==> src/hdl/mau_pkg.sv <==
// ============================================================================
// mau_pkg
// Types and constants shared by the modular arithmetic unit modules.
// ============================================================================
`default_nettype none

package mau_pkg;

    localparam int unsigned VW = 31;
    localparam int unsigned EW = 63;
    localparam int unsigned RW = 64;
    localparam int unsigned CW = 7;
    localparam logic [VW-1:0] MOD_RESET = 31'd998244353;

    typedef enum logic [3:0] {
        OP_ADD = 4'd0,
        OP_SUB = 4'd1,
        OP_MUL = 4'd2,
        OP_DIV = 4'd3,
        OP_NEG = 4'd4,
        OP_POW = 4'd5,
        OP_INV = 4'd6,
        OP_INC = 4'd7,
        OP_DEC = 4'd8,
        OP_RED = 4'd9
    } t_op;

    typedef enum logic [2:0] {
        ST_IDLE,
        ST_REDUCE,
        ST_SETUP,
        ST_LOOP,
        ST_RSTART,
        ST_RSTEP,
        ST_COMMIT,
        ST_FIN
    } t_state;

    typedef struct packed {
        logic [3:0]         operation;
        logic [VW-1:0]      a_value;
        logic [VW-1:0]      b_value;
        logic [EW-1:0]      exponent;
        logic signed [RW-1:0] raw_value;
    } t_in;

    typedef struct packed {
        logic [VW-1:0] result;
        logic          a_less;
        logic          a_equal;
    } t_out;

    typedef struct packed {
        logic load;
        logic red_step;
        logic setup;
        logic div2;
        logic rnd_start;
        logic rnd_step;
        logic rnd_commit;
        logic fin;
    } t_cmd;

    typedef struct packed {
        t_op  op;
        logic m_bad;
        logic e_zero;
    } t_sts;

    // One bit of an interleaved modular multiply: (2r + bit*x) mod m, r,x < m.
    function automatic logic [VW-1:0] mul_step(input logic [VW-1:0] r,
                                               input logic [VW-1:0] x,
                                               input logic          bit_in,
                                               input logic [VW-1:0] m);
        logic [VW+1:0] t;
        logic [VW+1:0] m1;
        logic [VW+1:0] m2;
        logic [VW+1:0] d;
        t  = {1'b0, r, 1'b0} + (bit_in ? {2'b00, x} : '0);
        m1 = {2'b00, m};
        m2 = {1'b0, m, 1'b0};
        if (t >= m2) begin
            d = t - m2;
        end else if (t >= m1) begin
            d = t - m1;
        end else begin
            d = t;
        end
        return d[VW-1:0];
    endfunction

endpackage

`default_nettype wire

==> src/hdl/mau_ctrl.sv <==
// ============================================================================
// mau_ctrl
// Sequencer: operand reduction, square-and-multiply rounds, result strobe.
// ============================================================================
`default_nettype none

module mau_ctrl (
    input  wire            i_clk,
    input  wire            i_rst_n,
    input  wire            start,
    output logic           busy,
    input  mau_pkg::t_sts  i_sts,
    output mau_pkg::t_cmd  o_cmd
);

    localparam logic [mau_pkg::CW-1:0] LAST_V = mau_pkg::CW'(mau_pkg::VW - 1);
    localparam logic [mau_pkg::CW-1:0] LAST_R = mau_pkg::CW'(mau_pkg::RW - 1);

    mau_pkg::t_state             r_state, n_state;
    logic [mau_pkg::CW-1:0]      r_cnt, n_cnt;
    logic                        r_phase, n_phase;
    logic [mau_pkg::CW-1:0]      red_last;

    assign red_last = (i_sts.op == mau_pkg::OP_RED) ? LAST_R : LAST_V;

    always_ff @(posedge i_clk) begin
        if (!i_rst_n) begin
            r_state <= mau_pkg::ST_IDLE;
            r_cnt   <= '0;
            r_phase <= 1'b0;
        end else begin
            r_state <= n_state;
            r_cnt   <= n_cnt;
            r_phase <= n_phase;
        end
    end

    always_comb begin
        n_state = r_state;
        n_cnt   = r_cnt;
        n_phase = r_phase;
        o_cmd   = '0;
        busy    = (r_state != mau_pkg::ST_IDLE);
        case (r_state)
            mau_pkg::ST_IDLE: begin
                if (start) begin
                    o_cmd.load = 1'b1;
                    n_cnt      = '0;
                    n_phase    = 1'b0;
                    n_state    = mau_pkg::ST_REDUCE;
                end
            end
            mau_pkg::ST_REDUCE: begin
                o_cmd.red_step = 1'b1;
                n_cnt          = r_cnt + 1'b1;
                if (r_cnt == red_last) begin
                    n_state = mau_pkg::ST_SETUP;
                end
            end
            mau_pkg::ST_SETUP: begin
                o_cmd.setup = 1'b1;
                n_state     = mau_pkg::ST_LOOP;
            end
            mau_pkg::ST_LOOP: begin
                if (i_sts.m_bad) begin
                    n_state = mau_pkg::ST_FIN;
                end else if (i_sts.e_zero) begin
                    if (i_sts.op == mau_pkg::OP_DIV && !r_phase) begin
                        o_cmd.div2 = 1'b1;
                        n_phase    = 1'b1;
                    end else begin
                        n_state = mau_pkg::ST_FIN;
                    end
                end else begin
                    n_state = mau_pkg::ST_RSTART;
                end
            end
            mau_pkg::ST_RSTART: begin
                o_cmd.rnd_start = 1'b1;
                n_cnt           = '0;
                n_state         = mau_pkg::ST_RSTEP;
            end
            mau_pkg::ST_RSTEP: begin
                o_cmd.rnd_step = 1'b1;
                n_cnt          = r_cnt + 1'b1;
                if (r_cnt == LAST_V) begin
                    n_state = mau_pkg::ST_COMMIT;
                end
            end
            mau_pkg::ST_COMMIT: begin
                o_cmd.rnd_commit = 1'b1;
                n_state          = mau_pkg::ST_LOOP;
            end
            mau_pkg::ST_FIN: begin
                o_cmd.fin = 1'b1;
                n_state   = mau_pkg::ST_IDLE;
            end
            default: begin
                n_state = mau_pkg::ST_IDLE;
            end
        endcase
    end

endmodule

`default_nettype wire

==> src/hdl/mau_dpath.sv <==
// ============================================================================
// mau_dpath
// Operand registers, serial reducers, two modular multiply lanes, result.
// ============================================================================
`default_nettype none

module mau_dpath (
    input  wire                          i_clk,
    input  wire                          i_rst_n,
    input  mau_pkg::t_cmd                i_cmd,
    input  mau_pkg::t_in                 i_in,
    input  wire                          i_mod_we,
    input  wire [mau_pkg::VW-1:0]        i_mod_data,
    output mau_pkg::t_sts                o_sts,
    output mau_pkg::t_out                o_out,
    output logic                         o_valid
);

    localparam int unsigned VW = mau_pkg::VW;
    localparam int unsigned EW = mau_pkg::EW;
    localparam int unsigned RW = mau_pkg::RW;

    logic [VW-1:0]  r_mod;
    mau_pkg::t_op   r_op;
    logic [RW-1:0]  r_sh0;
    logic [VW-1:0]  r_sh1;
    logic [VW-1:0]  r_rda, r_rdb;
    logic           r_neg, r_less, r_equal;
    logic [EW-1:0]  r_ex, r_e;
    logic [VW-1:0]  r_acc, r_sq, r_ys, r_p0, r_p1;
    mau_pkg::t_out  r_out;
    logic           r_valid;

    logic [RW-1:0]  mag;
    logic [VW:0]    t0, t1;
    logic [VW-1:0]  n_rda, n_rdb;
    logic [VW-1:0]  res;
    logic [VW:0]    sum, dif;
    logic [VW-1:0]  one;

    assign one = VW'(1);
    assign mag = i_in.raw_value[RW-1] ? (~i_in.raw_value + 1'b1) : i_in.raw_value;

    assign t0    = {r_rda, r_sh0[RW-1]};
    assign t1    = {r_rdb, r_sh1[VW-1]};
    assign n_rda = (t0 >= {1'b0, r_mod}) ? VW'(t0 - {1'b0, r_mod}) : t0[VW-1:0];
    assign n_rdb = (t1 >= {1'b0, r_mod}) ? VW'(t1 - {1'b0, r_mod}) : t1[VW-1:0];

    assign sum = {1'b0, r_rda} + {1'b0, r_rdb};
    assign dif = {1'b0, r_rda} - {1'b0, r_rdb};

    always_comb begin
        res = '0;
        case (r_op)
            mau_pkg::OP_ADD: res = (sum >= {1'b0, r_mod}) ? VW'(sum - {1'b0, r_mod})
                                                          : sum[VW-1:0];
            mau_pkg::OP_SUB: res = dif[VW] ? VW'(dif + {1'b0, r_mod}) : dif[VW-1:0];
            mau_pkg::OP_MUL: res = r_acc;
            mau_pkg::OP_DIV: res = (r_rdb == '0) ? '0 : r_acc;
            mau_pkg::OP_NEG: res = (r_rda == '0) ? '0 : r_mod - r_rda;
            mau_pkg::OP_POW: res = r_acc;
            mau_pkg::OP_INV: res = (r_rda == '0) ? '0 : r_acc;
            mau_pkg::OP_INC: res = (r_rda == r_mod - one) ? '0 : r_rda + one;
            mau_pkg::OP_DEC: res = (r_rda == '0) ? r_mod - one : r_rda - one;
            mau_pkg::OP_RED: res = (r_neg && r_rda != '0) ? r_mod - r_rda : r_rda;
            default:         res = '0;
        endcase
        if (o_sts.m_bad) begin
            res = '0;
        end
    end

    always_ff @(posedge i_clk) begin
        if (!i_rst_n) begin
            r_mod   <= mau_pkg::MOD_RESET;
            r_valid <= 1'b0;
        end else begin
            r_valid <= i_cmd.fin;
            if (i_mod_we) begin
                r_mod <= i_mod_data;
            end
        end
    end

    always_ff @(posedge i_clk) begin
        if (i_cmd.load) begin
            r_op    <= mau_pkg::t_op'(i_in.operation);
            r_sh0   <= (i_in.operation == mau_pkg::OP_RED) ? mag
                       : {i_in.a_value, (RW-VW)'(0)};
            r_sh1   <= i_in.b_value;
            r_rda   <= '0;
            r_rdb   <= '0;
            r_neg   <= i_in.raw_value[RW-1];
            r_ex    <= i_in.exponent;
            r_less  <= (i_in.a_value < i_in.b_value);
            r_equal <= (i_in.a_value == i_in.b_value);
        end
        if (i_cmd.red_step) begin
            r_rda <= n_rda;
            r_rdb <= n_rdb;
            r_sh0 <= {r_sh0[RW-2:0], 1'b0};
            r_sh1 <= {r_sh1[VW-2:0], 1'b0};
        end
        if (i_cmd.setup) begin
            case (r_op)
                mau_pkg::OP_MUL: begin
                    r_acc <= r_rda;
                    r_sq  <= r_rdb;
                    r_e   <= EW'(1);
                end
                mau_pkg::OP_POW: begin
                    r_acc <= one;
                    r_sq  <= r_rda;
                    r_e   <= r_ex;
                end
                mau_pkg::OP_INV: begin
                    r_acc <= one;
                    r_sq  <= r_rda;
                    r_e   <= EW'(r_mod - VW'(2));
                end
                mau_pkg::OP_DIV: begin
                    r_acc <= one;
                    r_sq  <= r_rdb;
                    r_e   <= EW'(r_mod - VW'(2));
                end
                default: begin
                    r_acc <= one;
                    r_sq  <= r_rda;
                    r_e   <= '0;
                end
            endcase
        end
        if (i_cmd.div2) begin
            r_sq <= r_rda;
            r_e  <= EW'(1);
        end
        if (i_cmd.rnd_start) begin
            r_p0 <= '0;
            r_p1 <= '0;
            r_ys <= r_sq;
        end
        if (i_cmd.rnd_step) begin
            r_p0 <= mau_pkg::mul_step(r_p0, r_acc, r_ys[VW-1], r_mod);
            r_p1 <= mau_pkg::mul_step(r_p1, r_sq, r_ys[VW-1], r_mod);
            r_ys <= {r_ys[VW-2:0], 1'b0};
        end
        if (i_cmd.rnd_commit) begin
            if (r_e[0]) begin
                r_acc <= r_p0;
            end
            r_sq <= r_p1;
            r_e  <= {1'b0, r_e[EW-1:1]};
        end
        if (i_cmd.fin) begin
            r_out.result  <= res;
            r_out.a_less  <= r_less;
            r_out.a_equal <= r_equal;
        end
    end

    assign o_sts.op     = r_op;
    assign o_sts.m_bad  = (r_mod < VW'(2));
    assign o_sts.e_zero = (r_e == '0);
    assign o_out        = r_out;
    assign o_valid      = r_valid;

endmodule

`default_nettype wire

==> src/hdl/modular_arithmetic_unit.sv <==
// ============================================================================
// modular_arithmetic_unit
// Modular ALU over a writable modulus: add, sub, mul, div, neg, pow, inv,
// inc, dec and signed 64-bit reduce, with a_value/b_value compare flags.
//
//   channel   signals                          transfer
//   command   start, busy, i_cmd               start && !busy
//   result    o_result_valid, o_result         o_result_valid (one cycle)
//   config    i_cfg_valid, o_cfg_ready, data   i_cfg_valid && o_cfg_ready
//
// One transaction at a time. Operand reduction is bit-serial over the 31-bit
// operands (the 64-bit raw value for reduce); each square-and-multiply round
// runs on two bit-serial modular multiply lanes, and the pow exponent has
// 63 bits. Reset restores the modulus to 998244353.
// The result strobe cannot be held.
// ============================================================================
`default_nettype none

module modular_arithmetic_unit (
    input  wire                        i_clk,
    input  wire                        i_rst_n,
    input  wire                        start,
    output logic                       busy,
    input  mau_pkg::t_in               i_cmd,
    output logic                       o_result_valid,
    output mau_pkg::t_out              o_result,
    input  wire                        i_cfg_valid,
    output logic                       o_cfg_ready,
    input  wire [mau_pkg::VW-1:0]      i_cfg_data
);

    mau_pkg::t_cmd cmd;
    mau_pkg::t_sts sts;

    assign o_cfg_ready = !busy;

    mau_ctrl u_ctrl (
        .i_clk   (i_clk),
        .i_rst_n (i_rst_n),
        .start   (start),
        .busy    (busy),
        .i_sts   (sts),
        .o_cmd   (cmd)
    );

    mau_dpath u_dpath (
        .i_clk      (i_clk),
        .i_rst_n    (i_rst_n),
        .i_cmd      (cmd),
        .i_in       (i_cmd),
        .i_mod_we   (i_cfg_valid && o_cfg_ready),
        .i_mod_data (i_cfg_data),
        .o_sts      (sts),
        .o_out      (o_result),
        .o_valid    (o_result_valid)
    );

`ifndef SYNTH
    a_valid_idle: assert property (@(posedge i_clk) disable iff (!i_rst_n)
        o_result_valid |-> !busy)
        else $error("result strobe while busy");

    a_start_busy: assert property (@(posedge i_clk) disable iff (!i_rst_n)
        (start && !busy) |=> busy)
        else $error("accepted transaction did not raise busy");

    a_one_pulse: assert property (@(posedge i_clk) disable iff (!i_rst_n)
        o_result_valid |=> !o_result_valid)
        else $error("result strobe longer than one cycle");
`endif

endmodule

`default_nettype wire

==> config.mk <==
export PLATFORM = sky130hd
export DESIGN_NAME = modular_arithmetic_unit
export DESIGN_NICKNAME = d
export VERILOG_FILES = /design/src/hdl/mau_pkg.sv /design/src/hdl/mau_ctrl.sv /design/src/hdl/mau_dpath.sv /design/src/hdl/modular_arithmetic_unit.sv
export SDC_FILE = /design/constraint.sdc
export NUM_CORES = 2
export LEC_CHECK = 0
export ABC_AREA = 1
export BUFFER_PORTS_ARGS = -buffer_cell sky130_fd_sc_hd__buf_2
export CAP_MARGIN = 30
export CORE_ASPECT_RATIO = 0.8
export CORE_UTILIZATION = 40
export DETAILED_ROUTE_END_ITERATION = 8
export PLACE_DENSITY = 0.53
export SETUP_SLACK_MARGIN = 0.4
export SLEW_MARGIN = 15
export SYNTH_ARGS = -nofsm -noshare
export SYNTH_HDL_FRONTEND = slang
export SYNTH_SLANG_ARGS = --single-unit
==> constraint.sdc <==
create_clock -name i_clk -period 10.8 [get_ports i_clk]
set_input_delay 0.54 -clock i_clk [delete_from_list [all_inputs] [get_ports i_clk]]
set_output_delay 0.54 -clock i_clk [all_outputs]
set_load 0.05 [all_outputs]
Word-level counts from Yosys, hierarchy flattened
Cells that the tools add are included.
{"block": "classes", "n_addsub": 19, "magnitude_cmp": 9, "n_reduce_logical": 26, "bitwise": 1, "n_eq_ne": 28, "n_mux": 70}
{"cell": "two-way mux 31 bit", "n": 34}
{"cell": "case mux 31 bit (9 select lines)", "n": 1}
{"cell": "two-way mux 64 bit", "n": 4}
{"cell": "subtractor 31 bit", "n": 8}
{"cell": "case mux 63 bit (3 select lines)", "n": 1}
{"cell": "two-way mux 62 bit", "n": 3}
{"cell": "greater-or-equal comparator 32 x 31 -> 1 bit", "n": 3}
{"cell": "adder 32 x 31 -> 33 bit", "n": 2}
{"cell": "greater-or-equal comparator 33 x 31 -> 1 bit", "n": 2}
{"cell": "greater-or-equal comparator 33 x 32 -> 1 bit", "n": 2}
{"cell": "adder 64 x 1 -> 64 bit (second input constant)", "n": 1}
{"cell": "NOT 64 bit", "n": 1}
{"cell": "logical NOT 63 bit", "n": 1}
{"cell": "== test 31 bit", "n": 2}
{"cell": "logical NOT 31 bit", "n": 2}
{"cell": "subtractor 31 x 1 -> 31 bit (second input constant)", "n": 2}
{"cell": "adder 31 x 31 -> 32 bit", "n": 1}
{"cell": "subtractor 31 x 2 -> 32 bit (second input constant)", "n": 1}
{"cell": "subtractor 31 x 31 -> 32 bit", "n": 1}
{"cell": "adder 31 x 1 -> 31 bit (second input constant)", "n": 1}
{"cell": "adder 31 bit", "n": 1}
{"cell": "less-than comparator 31 x 2 -> 1 bit (second input constant)", "n": 1}
{"cell": "less-than comparator 31 bit", "n": 1}
{"cell": "nonzero test 31 bit", "n": 1}
{"cell": "other kinds (30)", "n": 76}
{"block": "word_totals", "elab_cells": 180, "inputBits": 228, "regBits": 521, "output_inout_bits": 36}

Logic depth before layout (Yosys ltp)
{"block": "logic_depth", "depth_word": 8, "depth_mapped": 34, "mapped_depth_nobuf": 32}

By module
Synthesis repeated with hierarchy kept, for this count alone.
{"block": "unflattened", "cells_unflattened": 8314, "area_unflattened_um2": 55524.5}
{"module": "mau_dpath", "area_each_um2": 54748.8, "seq_area_each_um2": 14644.0, "instances": 1, "cells_per_inst": 8190}
{"module": "mau_ctrl", "area_each_um2": 762.0, "seq_area_each_um2": 220.2, "instances": 1, "cells_per_inst": 121}
{"module": "modular_arithmetic_unit", "area_each_um2": 13.8, "seq_area_each_um2": 0.0, "instances": 1, "cells_per_inst": 3}

Least setup slack after synthesis
Ideal clock, no wire load.
{"block": "synth_timing", "path_kind": "reg-to-reg", "startpoint": "register u_ctrl.r_state[0]", "endpoint": "register u_dpath.r_rda[0] (enable)", "path_slack_ns": 5.246, "setup_ns": 0.521, "t_arrival_ns": 5.033, "n_path_buf": 1, "stages_incl_launch_ff": 7, "period_less_slack_ns": 5.554, "required_time_ns": 10.279, "path_cell_list": "dfxtp_1 nor2_1 inv_1 nor2_1 nand2_1 clkbuf_1 nand2_1"}
{"block": "synth_between", "elab_chain_len": 3, "elab_cells_between_ends": 5, "cone_classes": "1 x eq/ne; 2 x mux; 2 x reduce/logical"}
{"element": "from (decl)", "line": "mau_ctrl.sv:19", "rtl": "mau_pkg::t_state r_state, n_state;"}
{"element": "from (signal assigned)", "line": "mau_ctrl.sv:28", "rtl": "r_state <= mau_pkg::ST_IDLE;"}
{"element": "from (signal assigned)", "line": "mau_ctrl.sv:32", "rtl": "r_state <= n_state;"}
{"element": "== test 3 x 1 -> 1 bit / logical NOT 3 bit (equally long branches)", "line": "mau_ctrl.sv:44", "rtl": "case (r_state)"}
{"element": "two-way mux 1 bit", "line": "mau_ctrl.sv:44"}
{"element": "nonzero test 2 bit (no line) *"}
{"element": "to (signal assigned)", "line": "mau_dpath.sv:99", "rtl": "r_rda <= n_rda;"}
{"element": "to (decl)", "line": "mau_dpath.sv:27", "rtl": "logic [VW-1:0] r_rda, r_rdb;"}
Every way passes the cells marked *; elsewhere a longest branch is shown, timed or not.
A chain may end at the register's enable or synchronous reset.

Worst setup path in the final report
{"block": "layout_timing", "startpoint": "register u_dpath.r_ys[30]", "endpoint": "register u_dpath.r_p0[5] (data pin)"}
{"block": "layout_between", "elab_chain_len": 6, "elab_cells_between_ends": 9, "cone_classes": "3 x add/sub; 2 x order compare; 4 x mux"}
{"element": "from (decl)", "line": "mau_dpath.sv:30", "rtl": "logic [VW-1:0] r_acc, r_sq, r_ys, r_p0, r_p1;"}
{"element": "from (signal assigned)", "line": "mau_dpath.sv:140", "rtl": "r_ys <= r_sq;"}
{"element": "from (signal assigned)", "line": "mau_dpath.sv:145", "rtl": "r_ys <= {r_ys[VW-2:0], 1'b0};"}
{"element": "two-way mux 31 bit *", "line": "mau_pkg.sv:79", "rtl": "t = {1'b0, r, 1'b0} + (bit_in ? {2'b00, x} : '0);"}
{"element": "adder 32 x 31 -> 33 bit *", "line": "mau_pkg.sv:79"}
{"element": "subtractor 31 bit / greater-or-equal comparator 33 x 31 -> 1 bit (equally long branches)", "line": "mau_pkg.sv:85, mau_pkg.sv:84"}
{"element": "two-way mux 31 bit", "line": "mau_pkg.sv:84", "rtl": "end else if (t >= m1) begin"}
{"element": "two-way mux 31 bit *", "line": "mau_pkg.sv:82", "rtl": "if (t >= m2) begin"}
{"element": "two-way mux 31 bit *", "line": "mau_dpath.sv:142", "rtl": "if (i_cmd.rnd_step) begin"}
{"element": "to (signal assigned)", "line": "mau_dpath.sv:143", "rtl": "r_p0 <= mau_pkg::mul_step(r_p0, r_acc, r_ys[VW-1], r_mod);"}
{"element": "to (decl)", "line": "mau_dpath.sv:30"}
Marked as above.

==> metrics.cfg <==
[run_status]
status=finished, final reports clean

[detailed_routing]
postRouteWirelength_mm=280
postRouteAntennaNets=0
drc=0
drtIter0Drc=7584
dr.pass1.iters=7
via_per_inst=5.95
via_count=59700
post_drt_wl_per_cell_um=27.9

[finish]
area_growth_pct=11.1
fin_area_um2=60900
final_nets=8862
drive_above_1_share=0.0849

[die]
rows=121
die_h_um=333
io_pins=264
die_w_um=416
fp.coreArea_um2=136000
start_util=0.403
die_area_um2=139000

[setup_path]
crit_type=reg -> reg
worst-path-max-fanout=62
end_kind=flip-flop
startpoint_type=flip-flop
arrival_ns=7.50
worstPathRequired_ns=11.24

[pwr]
ir_drop_mv=0.186
powerDensity_nw_per_um2=242
p_leak_uw=0.0272
finalPower_uw=14700

[cts]
cts_setup_buffers=0
cts_num_sinks=521
cts_buffers=66
cts_tree=yes
clockBufferDepth=3
clkLatencyLatePin_ns=0.73
clkTransAtPathRegs_ns=0.06
htreeDepth=3
root_buffer=clkbuf_16

[placed_design]
port_buffers=263
dp_hpwl_mm=219
place_congestion=1.09
place_ws_ns=4.01
placedInstanceArea_um2=58200

[synth]
synth_seq_cells=521
synth_compound_area_frac=0.196
async_flop_share=0
dominantRegCellSynth=edfxtp_1
synth_top_family_by_area=simple AND/OR/NAND/NOR gates
synth-simple-area-share=0.275
syn_inst=7941
synth_nets=8624
yosys_warnings=0
ys_types=74
synth_xor_area_frac=0.0649
netlist_area_um2=54800
seq_area_frac_synth=0.271
synthAdderAreaFrac=0.106
postSynthAreaPerCell_um2=6.90
synth_edf_count=443
synthMuxAreaShare=0

[sta]
worst_slack_ns=3.73
max_freq_ghz=0.141
timing.hold.ws_ns=0.0413
fin_crit_ns=7.07
fin_skew_ns=0.0596
rsz0062_at_grt=no
finalSetupViolCount=0
worst_pin_slew_ns=1.06
fin_crit_sh=0.654
maxSlewViolCount=0
finalHoldViolCount=0
fin_tns_setup_ns=0
relSlewSlack=0.286

[hold_path]
min_path_type=in -> reg

[global_routing]
antenna_found_initial=16
grt_max_degree=86
grt_pass1_vias=54200
grt_remaining_overflow=0
track_usage=0.391
grt_pass1_wl_mm=393

[flow_run]
max_cap_violations=0

-- cell usage in the layout (no fill, tap or decap), drive strengths merged, types with 12 or more instances in the layout --
master and n:
a31oi 40, a211oi 17, a21o 74, o21a 31, xor2 246, fa 13, nor2 906, nand2 1761
nand3 467, o21ai 657, o21bai 50, a21boi 20, o211ai 52, a22o 44, or2 12, nand4 145
buf 390, inv 966, edfxtp 443, a221oi 33, nor4 67, a32o 23, diode 13, dfxtp 78
ha 442, xnor2 149, o22ai 45, o31ai 12, clkinv 36, clkbuf 85, dlygate4sd3 24, nor3 101
a21oi 706, nand3b 38
-- power by group --
part / switching, µW / total (µW) / internal, µW
combinational: 6770 / 9560 / 2780
sequential: 269 / 2750 / 2480
clock: 1060 / 2430 / 1370
-- metal layers --
metal	routed length, µm	GRT usage
met1	126000	0.570
met2	107000	0.522
met4	13100	0.166
met3	34100	0.116
met5	108	0.00346
-- flip-flops by register name, indices dropped and copies added, names as in the netlist, 33 cells and up --
name,flops
u_dpath.r_e,63
u_dpath.r_ex,63
u_dpath.o_out,33
u_dpath.r_sh0,64
-- worst max-delay path, stage by stage (launching register included) --
cell      delay (ns)
edfxtp_1        0.32
buf_4           0.52
nand2_1         0.11
inv_1           0.09
ha_1            0.16
inv_1           0.05
fa_1            0.44
inv_1           0.10
a21oi_2         0.08
o21ai_0         0.39
nand4_1         0.17
nand3_1         0.14
xor2_1          0.36
inv_1           0.17
ha_1            0.37
nand2_1         0.10
nor2_1          0.30
nand4_1         0.15
nor3_1          0.26
nand4_1         0.26
nand3_1         0.21
nand3_1         0.47
nand2_2         0.71
inv_2           0.37
nand2_1         0.16
nand3_1         0.07
nand2_1         0.13
inv_1           0.06
-- cell type report --
class	instances	area (µm²)
inverters	973	3660
repair buffers	414	2610
clock buffers	85	1840
fillers	14400	75100
clock inverters	37	440
flip-flops and latches	521	14900
diodes	13	32.5
well taps	1783	2230
multi-input cells	6203	35200
-- stage by stage --
stage | utilization | instances
6_report | 0.448 | 10000
5_1_grt | 0.448 | 10000
4_1_cts | 0.447 | 10000
3_5_place_dp | 0.428 | 9862
3_3_place_gp | 0.428 | 9855
2_1_floorplan | - | 7941
-- cells in the mapped netlist (78+ instances only) --
master	count	area, µm²
nand3_1	452	2260
nor2_1	861	3230
inv_1	937	3520
nand4_1	145	907
nand2_1	1739	6530
xor2_1	245	2150
edfxtp_1	443	13300
clkbuf_1	130	488
o21ai_0	602	3010
ha_1	442	5530
a21oi_1	698	3490
dfxtp_1	78	1560
xnor2_1	149	1310
nor3_1	93	465
-- repair_timing --
action                    CTS  global route
hold endpoints to repair   24             0
hold buffers               24             0
resized for setup           0             0
-- final timing paths --
| check | from | end | slack [ns] | depth (start not counted) |
|---|---|---|---|---|
| max | u_dpath.r_ys[30] | u_dpath.r_p0[5] | 3.73 | 27 |
| min | i_cmd[87] | u_dpath.r_ex[23] | 0.04 | 1 |
| max reg2reg | u_dpath.r_ys[30] | u_dpath.r_p0[5] | 3.73 | 27 |
| min reg2reg | u_dpath.r_equal | u_dpath.o_out[0] | 0.45 | 0 |
-- logic make-up after synthesis --
logic type	after synthesis
AO/OA/AOI/OAI	1834
XOR/XNOR	399
adder cells (fa/ha/maj)	455
buffers and inverters	1217
flip-flops	521
AND/OR/NAND/NOR	3515
Note: power is estimated with default switching activity, not from simulation.
